===== src/rtl/core/assert_macros.svh =====
// assertion macros for the estimator top level
`ifndef ASSERT_MACROS_SVH
`define ASSERT_MACROS_SVH
`ifndef SYNTHESIS
`define ASSERT_IMPLIES(label, clk, rst, pre, post) \
   label: assert property (@(posedge clk) disable iff (rst) (pre) |-> (post)) \
      else $error("assertion failed");
`define ASSERT_NEXT(label, clk, rst, pre, post) \
   label: assert property (@(posedge clk) disable iff (rst) (pre) |=> (post)) \
      else $error("assertion failed");
`else
`define ASSERT_IMPLIES(label, clk, rst, pre, post)
`define ASSERT_NEXT(label, clk, rst, pre, post)
`endif
`endif


===== src/rtl/core/ace_pkg.sv =====
// types and constants of the altitude estimator
package ace_pkg;
   localparam int unsigned OpAccel = 0;
   localparam int unsigned OpPosition = 1;

   localparam logic [2:0] CsrRangeBlend = 3'd0;
   localparam logic [2:0] CsrBaroBlend = 3'd1;
   localparam logic [2:0] CsrVelocityGain = 3'd2;
   localparam logic [2:0] CsrAccelDeadband = 3'd3;
   localparam logic [2:0] CsrVelocityDecay = 3'd4;
   localparam logic [2:0] CsrMaxSampleAge = 3'd5;

   typedef struct packed {
      logic        opcode;
      logic [31:0] accel_z;
      logic [31:0] range_z;
      logic [15:0] sample_age;
      logic [31:0] baro_alt;
      logic [15:0] time_step;
   } req_type;

   typedef struct packed {
      logic [31:0] altitude;
      logic [31:0] vertical_speed;
      logic [31:0] integrated_velocity;
      logic        surface_mode;
      logic        saturated;
   } rsp_type;
endpackage


===== src/rtl/core/ace_serial_mul.sv =====
// signed by unsigned shift-add multiplier, two bits per cycle
module ace_serial_mul #(
   parameter int AW = 66,
   parameter int BW = 18,
   parameter int PW = 84
) (
   input  logic                   clock,
   input  logic                   reset,
   input  logic                   start,
   input  logic signed [AW-1:0]   a,
   input  logic        [BW-1:0]   b,
   output logic                   busy,
   output logic signed [PW-1:0]   p
);
   localparam int CW = $clog2(BW / 2 + 2);
   logic signed [PW-1:0] acc_ff, acc_in, mc_ff, mc_in;
   logic [BW-1:0] mp_ff, mp_in;
   logic [CW-1:0] cnt_ff, cnt_in;
   logic busy_ff, busy_in;
   logic signed [PW-1:0] add0, add1;

   always_comb begin
      add0 = mp_ff[0] ? mc_ff : '0;
      add1 = mp_ff[1] ? (mc_ff <<< 1) : '0;
      acc_in = acc_ff;
      mc_in = mc_ff;
      mp_in = mp_ff;
      cnt_in = cnt_ff;
      busy_in = busy_ff;
      if (start) begin
         acc_in = '0;
         mc_in = PW'(a);
         mp_in = b;
         cnt_in = CW'((BW + 1) / 2);
         busy_in = 1'b1;
      end else if (busy_ff) begin
         acc_in = acc_ff + add0 + add1;
         mc_in = mc_ff <<< 2;
         mp_in = mp_ff >> 2;
         cnt_in = cnt_ff - 1'b1;
         if (cnt_ff == CW'(1)) busy_in = 1'b0;
      end
   end

   always_ff @(posedge clock) begin
      if (reset) begin
         busy_ff <= 1'b0;
         cnt_ff <= '0;
      end else begin
         busy_ff <= busy_in;
         cnt_ff <= cnt_in;
      end
      acc_ff <= acc_in;
      mc_ff <= mc_in;
      mp_ff <= mp_in;
   end

   assign busy = busy_ff;
   assign p = acc_ff;
endmodule


===== src/rtl/core/ace_serial_div.sv =====
// restoring divider, one quotient bit per cycle, truncates toward zero
module ace_serial_div #(
   parameter int NW = 50,
   parameter int DW = 16
) (
   input  logic                 clock,
   input  logic                 reset,
   input  logic                 start,
   input  logic signed [NW-1:0] num,
   input  logic        [DW-1:0] den,
   output logic                 busy,
   output logic signed [NW-1:0] quo
);
   localparam int CW = $clog2(NW + 1);
   logic [NW-1:0] q_ff, q_in;
   logic [DW:0] r_ff, r_in, trial;
   logic [DW-1:0] d_ff, d_in;
   logic neg_ff, neg_in, busy_ff, busy_in;
   logic [CW-1:0] cnt_ff, cnt_in;
   logic [DW:0] shifted;

   always_comb begin
      shifted = {r_ff[DW-1:0], q_ff[NW-1]};
      trial = shifted - {1'b0, d_ff};
      q_in = q_ff;
      r_in = r_ff;
      d_in = d_ff;
      neg_in = neg_ff;
      cnt_in = cnt_ff;
      busy_in = busy_ff;
      if (start) begin
         q_in = num[NW-1] ? NW'(-num) : NW'(num);
         r_in = '0;
         d_in = den;
         neg_in = num[NW-1];
         cnt_in = CW'(NW);
         busy_in = 1'b1;
      end else if (busy_ff) begin
         if (!trial[DW]) begin
            r_in = trial;
            q_in = {q_ff[NW-2:0], 1'b1};
         end else begin
            r_in = shifted;
            q_in = {q_ff[NW-2:0], 1'b0};
         end
         cnt_in = cnt_ff - 1'b1;
         if (cnt_ff == CW'(1)) busy_in = 1'b0;
      end
   end

   always_ff @(posedge clock) begin
      if (reset) begin
         busy_ff <= 1'b0;
         cnt_ff <= '0;
      end else begin
         busy_ff <= busy_in;
         cnt_ff <= cnt_in;
      end
      q_ff <= q_in;
      r_ff <= r_in;
      d_ff <= d_in;
      neg_ff <= neg_in;
   end

   assign busy = busy_ff;
   assign quo = neg_ff ? -$signed(q_ff) : $signed(q_ff);
endmodule


===== src/rtl/core/altitude_complementary_estimator.sv =====
// top level of the altitude estimator: sequencer, multiplier and divider
//
// usage: one request beat on req_ (opcode selects acceleration or position
// update) yields exactly one response beat on rsp_. configuration registers
// are written on csr_ (index 0..5); the user must write them only while the
// block is idle, the block itself does not enforce it. csr_ready is always
// high and out-of-range indexes are dropped.
// an item runs through a sequencer that issues every product to one shared
// shift-add multiplier retiring two multiplier bits per cycle and the speed
// quotient to a bit-serial divider (one quotient bit per cycle). an acceleration
// item needs three products, a position item at most four products and the
// divider; a stale sample in surface mode or barometric seeding skips the two
// blend products (surface mode also skips the altitude update), a zero dt
// skips the divider. req_ready is high only in idle with no response waiting,
// so one item is at work at a time and a new item is taken only after the
// last response has been accepted.
// the response sits in an output register; a stalled receiver holds it and
// req_ready stays low until the beat is taken.
// reset (synchronous, active high) zeroes altitude, velocity, previous
// altitude, speed and the surface flag and loads the register defaults.
module altitude_complementary_estimator #(
   parameter int FRAC_BITS = 16
) (
   input  logic              clock,
   input  logic              reset,
   input  logic              req_valid,
   output logic              req_ready,
   input  ace_pkg::req_type  req_data,
   output logic              rsp_valid,
   input  logic              rsp_ready,
   output ace_pkg::rsp_type  rsp_data,
   input  logic              csr_valid,
   output logic              csr_ready,
   input  logic [2:0]        csr_index,
   input  logic [31:0]       csr_wdata
);
   `include "assert_macros.svh"

   localparam int AW = 66;
   // wide enough for the g constant up to 24 fraction bits
   localparam int BW = 28;
   localparam int PW = AW + BW;
   localparam int NW = 66;
   localparam logic signed [65:0] GConst =
      66'(((64'sd981 <<< FRAC_BITS) + 64'sd50) / 64'sd100);
   localparam logic signed [65:0] SMax = 66'sd2147483647;
   localparam logic signed [65:0] SMin = -66'sd2147483648;

   typedef enum logic [4:0] {
      IDLE, A_DT, A_DTW, A_G, A_GW, A_DEC, A_DECW,
      P_VDT, P_VDTW, P_VG, P_VGW, P_OLD, P_OLDW, P_NEW, P_NEWW, P_ALT,
      P_DIV, P_DIVW, DONE
   } state_type;

   // configuration registers
   logic [15:0] range_blend_ff, baro_blend_ff, accel_db_ff, decay_ff, max_age_ff;
   logic [16:0] vgain_ff;

   state_type state_ff;
   ace_pkg::req_type req_ff;
   logic signed [65:0] alt_ff, vel_ff, prev_ff, speed_ff, t0_ff, t1_ff;
   logic follow_ff, sat_ff, upd_ff;
   logic rsp_valid_ff;
   ace_pkg::rsp_type rsp_ff;

   logic mul_start, mul_busy, div_start, div_busy;
   logic signed [AW-1:0] mul_a;
   logic [BW-1:0] mul_b;
   logic signed [PW-1:0] mul_p;
   logic signed [NW-1:0] div_q;

   // rounding shift by 16, ties toward plus infinity
   function automatic logic signed [65:0] rnd16(input logic signed [PW-1:0] x);
      logic signed [PW-1:0] y;
      y = x + PW'(32768);
      return 66'(y >>> 16);
   endfunction

   function automatic logic signed [65:0] rndf(input logic signed [PW-1:0] x);
      logic signed [PW-1:0] y;
      y = x + (PW'(1) <<< (FRAC_BITS - 1));
      return 66'(y >>> FRAC_BITS);
   endfunction

   function automatic logic signed [65:0] sat(input logic signed [65:0] x);
      if (x > SMax) return SMax;
      if (x < SMin) return SMin;
      return x;
   endfunction

   function automatic logic clip(input logic signed [65:0] x);
      return (x > SMax) || (x < SMin);
   endfunction

   ace_serial_mul #(.AW(AW), .BW(BW), .PW(PW)) u_mul (
      .clock(clock), .reset(reset), .start(mul_start),
      .a(mul_a), .b(mul_b), .busy(mul_busy), .p(mul_p)
   );

   ace_serial_div #(.NW(NW), .DW(16)) u_div (
      .clock(clock), .reset(reset), .start(div_start),
      .num((t0_ff - prev_ff) <<< 16), .den(req_ff.time_step),
      .busy(div_busy), .quo(div_q)
   );

   // deadbanded acceleration
   logic signed [65:0] acc_a, acc_db, acc_mag, acc_d;
   always_comb begin
      acc_a = 66'($signed(req_ff.accel_z));
      acc_db = rnd16(PW'({1'b0, accel_db_ff}) <<< FRAC_BITS);
      acc_mag = acc_a[65] ? -acc_a : acc_a;
      if (acc_mag < acc_db) acc_d = '0;
      else if (acc_a > 0) acc_d = acc_a - acc_db;
      else acc_d = acc_a + acc_db;
   end

   // operand selection per state
   always_comb begin
      mul_a = '0;
      mul_b = '0;
      mul_start = 1'b0;
      div_start = 1'b0;
      unique case (state_ff)
         A_DT: begin
            mul_a = acc_d; mul_b = BW'(req_ff.time_step); mul_start = 1'b1;
         end
         A_G: begin
            // scaled step times g, g as the multiplier digit operand
            mul_a = t0_ff; mul_b = BW'(GConst); mul_start = 1'b1;
         end
         A_DEC: begin
            mul_a = t0_ff; mul_b = BW'(decay_ff); mul_start = 1'b1;
         end
         P_VDT: begin
            mul_a = vel_ff; mul_b = BW'(req_ff.time_step); mul_start = 1'b1;
         end
         P_VG: begin
            mul_a = t0_ff; mul_b = BW'(vgain_ff); mul_start = 1'b1;
         end
         P_OLD: begin
            mul_a = alt_ff;
            mul_b = BW'(follow_ff ? range_blend_ff : baro_blend_ff);
            mul_start = 1'b1;
         end
         P_NEW: begin
            mul_a = follow_ff ? 66'($signed(req_ff.range_z)) : 66'($signed(req_ff.baro_alt));
            mul_b = BW'(17'd65536 - {1'b0, follow_ff ? range_blend_ff : baro_blend_ff});
            mul_start = 1'b1;
         end
         P_DIV: div_start = (req_ff.time_step != '0);
         default: ;
      endcase
   end

   logic fresh_now;
   assign fresh_now = req_data.sample_age <= max_age_ff;

   always_ff @(posedge clock) begin
      if (reset) begin
         state_ff <= IDLE;
         rsp_valid_ff <= 1'b0;
         alt_ff <= '0; vel_ff <= '0; prev_ff <= '0; speed_ff <= '0;
         follow_ff <= 1'b0;
         range_blend_ff <= 16'd58982; baro_blend_ff <= 16'd65339;
         vgain_ff <= 17'd65536; accel_db_ff <= 16'd2621;
         decay_ff <= 16'd65208; max_age_ff <= 16'd50;
      end else begin
         if (csr_valid) begin
            unique case (csr_index)
               ace_pkg::CsrRangeBlend: range_blend_ff <= csr_wdata[15:0];
               ace_pkg::CsrBaroBlend: baro_blend_ff <= csr_wdata[15:0];
               ace_pkg::CsrVelocityGain: vgain_ff <= csr_wdata[16:0];
               ace_pkg::CsrAccelDeadband: accel_db_ff <= csr_wdata[15:0];
               ace_pkg::CsrVelocityDecay: decay_ff <= csr_wdata[15:0];
               ace_pkg::CsrMaxSampleAge: max_age_ff <= csr_wdata[15:0];
               default: ;
            endcase
         end
         if (rsp_valid_ff && rsp_ready) rsp_valid_ff <= 1'b0;
         unique case (state_ff)
            IDLE: if (req_valid && !rsp_valid_ff) begin
               req_ff <= req_data;
               sat_ff <= 1'b0;
               if (req_data.opcode == 1'(ace_pkg::OpAccel)) state_ff <= A_DT;
               else begin
                  if (fresh_now) follow_ff <= 1'b1;
                  upd_ff <= fresh_now || !follow_ff;
                  state_ff <= P_VDT;
               end
            end
            A_DT: state_ff <= A_DTW;
            A_DTW: if (!mul_busy) begin
               t0_ff <= rnd16(mul_p);
               state_ff <= A_G;
            end
            A_G: state_ff <= A_GW;
            // velocity after integration, clipped before the decay
            A_GW: if (!mul_busy) begin
               t0_ff <= sat(vel_ff + rndf(mul_p));
               sat_ff <= sat_ff | clip(vel_ff + rndf(mul_p));
               state_ff <= A_DEC;
            end
            A_DEC: state_ff <= A_DECW;
            A_DECW: if (!mul_busy) begin
               sat_ff <= sat_ff | clip(rnd16(mul_p));
               vel_ff <= sat(rnd16(mul_p));
               state_ff <= DONE;
            end
            P_VDT: state_ff <= P_VDTW;
            P_VDTW: if (!mul_busy) begin
               t0_ff <= rnd16(mul_p);
               state_ff <= P_VG;
            end
            P_VG: state_ff <= P_VGW;
            P_VGW: if (!mul_busy) begin
               t1_ff <= rnd16(mul_p);
               if (follow_ff && !upd_ff) begin
                  t0_ff <= alt_ff;
                  state_ff <= P_DIV;
               end else if (!follow_ff && alt_ff == '0) begin
                  t0_ff <= 66'($signed(req_ff.baro_alt)) <<< 16;
                  state_ff <= P_ALT;
               end else state_ff <= P_OLD;
            end
            P_OLD: state_ff <= P_OLDW;
            P_OLDW: if (!mul_busy) begin
               t0_ff <= 66'(mul_p);
               state_ff <= P_NEW;
            end
            P_NEW: state_ff <= P_NEWW;
            P_NEWW: if (!mul_busy) begin
               t0_ff <= t0_ff + 66'(mul_p);
               state_ff <= P_ALT;
            end
            P_ALT: begin
               t0_ff <= sat(rnd16(PW'(t0_ff)) + t1_ff);
               alt_ff <= sat(rnd16(PW'(t0_ff)) + t1_ff);
               sat_ff <= sat_ff | clip(rnd16(PW'(t0_ff)) + t1_ff);
               state_ff <= P_DIV;
            end
            P_DIV: state_ff <= P_DIVW;
            P_DIVW: if (!div_busy) begin
               if (req_ff.time_step == '0) speed_ff <= '0;
               else begin
                  speed_ff <= sat(div_q);
                  sat_ff <= sat_ff | clip(div_q);
               end
               prev_ff <= t0_ff;
               state_ff <= DONE;
            end
            DONE: begin
               rsp_valid_ff <= 1'b1;
               rsp_ff.altitude <= alt_ff[31:0];
               rsp_ff.vertical_speed <= speed_ff[31:0];
               rsp_ff.integrated_velocity <= vel_ff[31:0];
               rsp_ff.surface_mode <= follow_ff;
               rsp_ff.saturated <= sat_ff;
               state_ff <= IDLE;
            end
            default: state_ff <= IDLE;
         endcase
      end
   end

   assign req_ready = (state_ff == IDLE) && !rsp_valid_ff;
   assign rsp_valid = rsp_valid_ff;
   assign rsp_data = rsp_ff;
   assign csr_ready = 1'b1;

   `ASSERT_IMPLIES(a_ready_idle, clock, reset, req_ready, state_ff == IDLE)
   `ASSERT_NEXT(a_accept_leaves_idle, clock, reset, req_valid && req_ready, state_ff != IDLE)
   `ASSERT_IMPLIES(a_no_rsp_busy, clock, reset, rsp_valid, state_ff == IDLE)
   `ASSERT_NEXT(a_sticky_follow, clock, reset, follow_ff, follow_ff)
endmodule

===== config.mk =====
export PLATFORM = sky130hd
export DESIGN_NAME = altitude_complementary_estimator
export DESIGN_NICKNAME = d
export VERILOG_FILES = /design/src/rtl/core/ace_pkg.sv /design/src/rtl/core/ace_serial_mul.sv /design/src/rtl/core/ace_serial_div.sv /design/src/rtl/core/altitude_complementary_estimator.sv
export VERILOG_INCLUDE_DIRS = /design/src /design/src/rtl/core
export SDC_FILE = /design/constraint.sdc
export NUM_CORES = 2
export LEC_CHECK = 0
export ABC_AREA = 0
export ABC_CLOCK_PERIOD_IN_PS = 40100
export BUFFER_PORTS_ARGS = -buffer_cell sky130_fd_sc_hd__buf_2
export CELL_PAD_IN_SITES_DETAIL_PLACEMENT = 1
export CELL_PAD_IN_SITES_GLOBAL_PLACEMENT = 2
export CORE_UTILIZATION = 30
export CTS_CLUSTER_DIAMETER = 40
export DETAILED_ROUTE_END_ITERATION = 10
export GPL_ROUTABILITY_DRIVEN = 0
export PLACE_DENSITY_LB_ADDON = 0.1
export SYNTH_ARGS = -nofsm -noshare
export SYNTH_HDL_FRONTEND = slang
export SYNTH_HIERARCHICAL = 1
export SYNTH_SLANG_ARGS = --single-unit

===== constraint.sdc =====
create_clock -name clock -period 40.1 [get_ports clock]
set_input_delay 2.005 -clock clock [delete_from_list [all_inputs] [get_ports clock]]
set_output_delay 2.005 -clock clock [all_outputs]
set_load 0.05 [all_outputs]

==> qor.csv <==
metric,value,unit
pre-CTS setup slack,29650,ps
Root Buffer,clkbuf_16,
P_leak,33.2,nW
Area after DPL,0.0779,mm²
nets,9392,
layout cells sized above 1,11.8,%
Post-CTS Resized,0,
Pwr Density,76.2,mW/mm²
FMAX,95.4,MHz
CP endpoint kind,flip-flop,
final worst slack,29620,ps
Die Y,494,µm
Layout area overhead,17.8,%
Worst Setup Start Kind,flip-flop,
Initial Util,30.2,%
max-cap violations,0,
CTS Buf Count,217,
Util after Layout,35.6,%
Slew Limit Fails,0,
WL met2,140000,µm
Cell Rows,180,
outcome,finished clean,
Die X,494,µm
Setup CP Type,reg2reg,
minimum clock period,10480,ps
GRT Residual Overflow,0,
Rel. slew slack,22.5,%
Synth Area per Inst,8.56,µm²
DR pass1 iterations,9,
DR vias,69000,
PortBufs,253,
R2R setup slack,29620,ps
WL met3,20500,µm
worst slew pin tran,1150,ps
clk slew on worst S/H paths,50,ps
DRC,0,
clock network latency to the later pin of the worst-skew pair,890,ps
final setup TNS,0,ps
slowest cell on the critical path,a2111oi_1,
CTS tree,yes,
"Req. time, crit path",40830,ps
initial antenna violation count,23,
Final ANT Viol Nets,0,
peak supply drop,0.0000417,V
Post-Syn Area,0.0727,mm²
WL final,333000,µm
Fillers,27900,
Final Hold Fails,0,
Cells after Synth,8490,
M1 wire length,165000,µm
wire length per cell,27.6,µm
RSZ-0062 raised after global routing,no,
post-CTS setup buffers,0,
DRT iter0 DRCs,6371,
Final Skew,90.8,ps
hpwl dp,261000,µm
area of the die,0.244,mm²
H-Tree Depth,4,
CP most frequent cell,nor2_1,
first-pass GRT wire length,483000,µm
Bufs on Longest Clock Path,3,
Synth Warn #,6,
maximum number of pins on one net before global-route repair,179,
crit-path max FO,34,
Hold WC Path Type,reg2reg,
vias in the first global route,69000,
# hold bufs at CTS,0,
crit-path max cell delay,890,ps
core area,0.241,mm²
Final Cycle Share,26.1,%
IO Count,270,
clk sinks,966,
Final Cell Area,0.0856,mm²
total track usage,26.6,%
Vias/cell,5.70,
top routing layer in use,met4,
Final setup viols,0,
CP arrival,11210,ps
## power breakdown
part,switching (mW),total [mW],internal [mW]
clock,0.669,1.87,1.20
combinational,2.00,3.10,1.10
sequential,0.261,1.55,1.29
## state kept, by name, indices dropped and copies added (netlist names), 80 cells and up
name         cells
req_ff          80
rsp_data        98
u_mul/mc_ff     82
u_mul/p         82
## layer usage
layer / GRT usage, % / vias up
met5: 0 / -
met4: 6.48 / 0
met3: 3.25 / 380
met2: 39.4 / 2101
met1: 40.5 / 34900
li1: - / 31600
## critical path, delay by kind of cell (launching register included)
family                   cells  cell delay, ps
XOR/XNOR                     1             110
adder cells (fa/ha/maj)      3            1060
AO/OA/AOI/OAI                8            3410
AND/OR/NAND/NOR             15            4290
buffers and inverters        3             550
flip-flops                   1             860
## layout make-up
| class | count | area, µm² | area share (%) |
|---|---|---|---|
| Clock inverter | 149 | 1890 | 2.20 |
| Sequential cell | 966 | 24700 | 28.9 |
| Clock buffer | 266 | 5870 | 6.86 |
| Inverter | 263 | 990 | 1.16 |
| Tap cell | 3185 | 3990 | 4.65 |
| Multi-Input combinational cell | 6837 | 45600 | 53.2 |
| Antenna cell | 4 | 10.0 | 0.0117 |
| Timing Repair Buffer | 425 | 2610 | 3.04 |
## per-stage QoR
stage | hold WS [ps] | total power [mW] | cells
6_report | 429 | 6.52 | 12100
3_5_place_dp | 421 | 4.62 | 11700
3_3_place_gp | 416 | 4.58 | 11700
2_1_floorplan | 406 | 3.56 | 8554
4_1_cts | 420 | 6.53 | 12100
5_1_grt | 426 | 6.89 | 12100
## cells in the final DEF (no fill, tap or decap), types with 92 or more instances in the layout
| cell | n |
|---|---|
| nand2_1 | 1098 |
| a21oi_1 | 746 |
| nor2_1 | 677 |
| edfxtp_1 | 537 |
| dfxtp_1 | 426 |
| ha_1 | 424 |
| xnor2_1 | 391 |
| o21ai_0 | 371 |
| inv_1 | 259 |
| buf_2 | 252 |
| clkbuf_16 | 224 |
| a21o_1 | 213 |
| xor2_1 | 213 |
| nand3_1 | 210 |
| and2_1 | 207 |
| buf_4 | 169 |
| nand4_1 | 151 |
| o211ai_1 | 141 |
| nor3_1 | 118 |
| mux2_2 | 112 |
| mux2i_1 | 104 |
| nand2b_1 | 92 |
## path summary, 6_finish.rpt
check,start,end,cells after the start
max,t0_ff[16]$_DFFE_PP_,t0_ff[21]$_DFFE_PP_,30
min,speed_ff[14]$_SDFFE_PP0P_,rsp_data[48]$_DFFE_PP_,0
min reg2reg,speed_ff[14]$_SDFFE_PP0P_,rsp_data[48]$_DFFE_PP_,0
max reg2reg,t0_ff[16]$_DFFE_PP_,t0_ff[21]$_DFFE_PP_,30
Note: power is estimated with default switching activity, not from simulation.
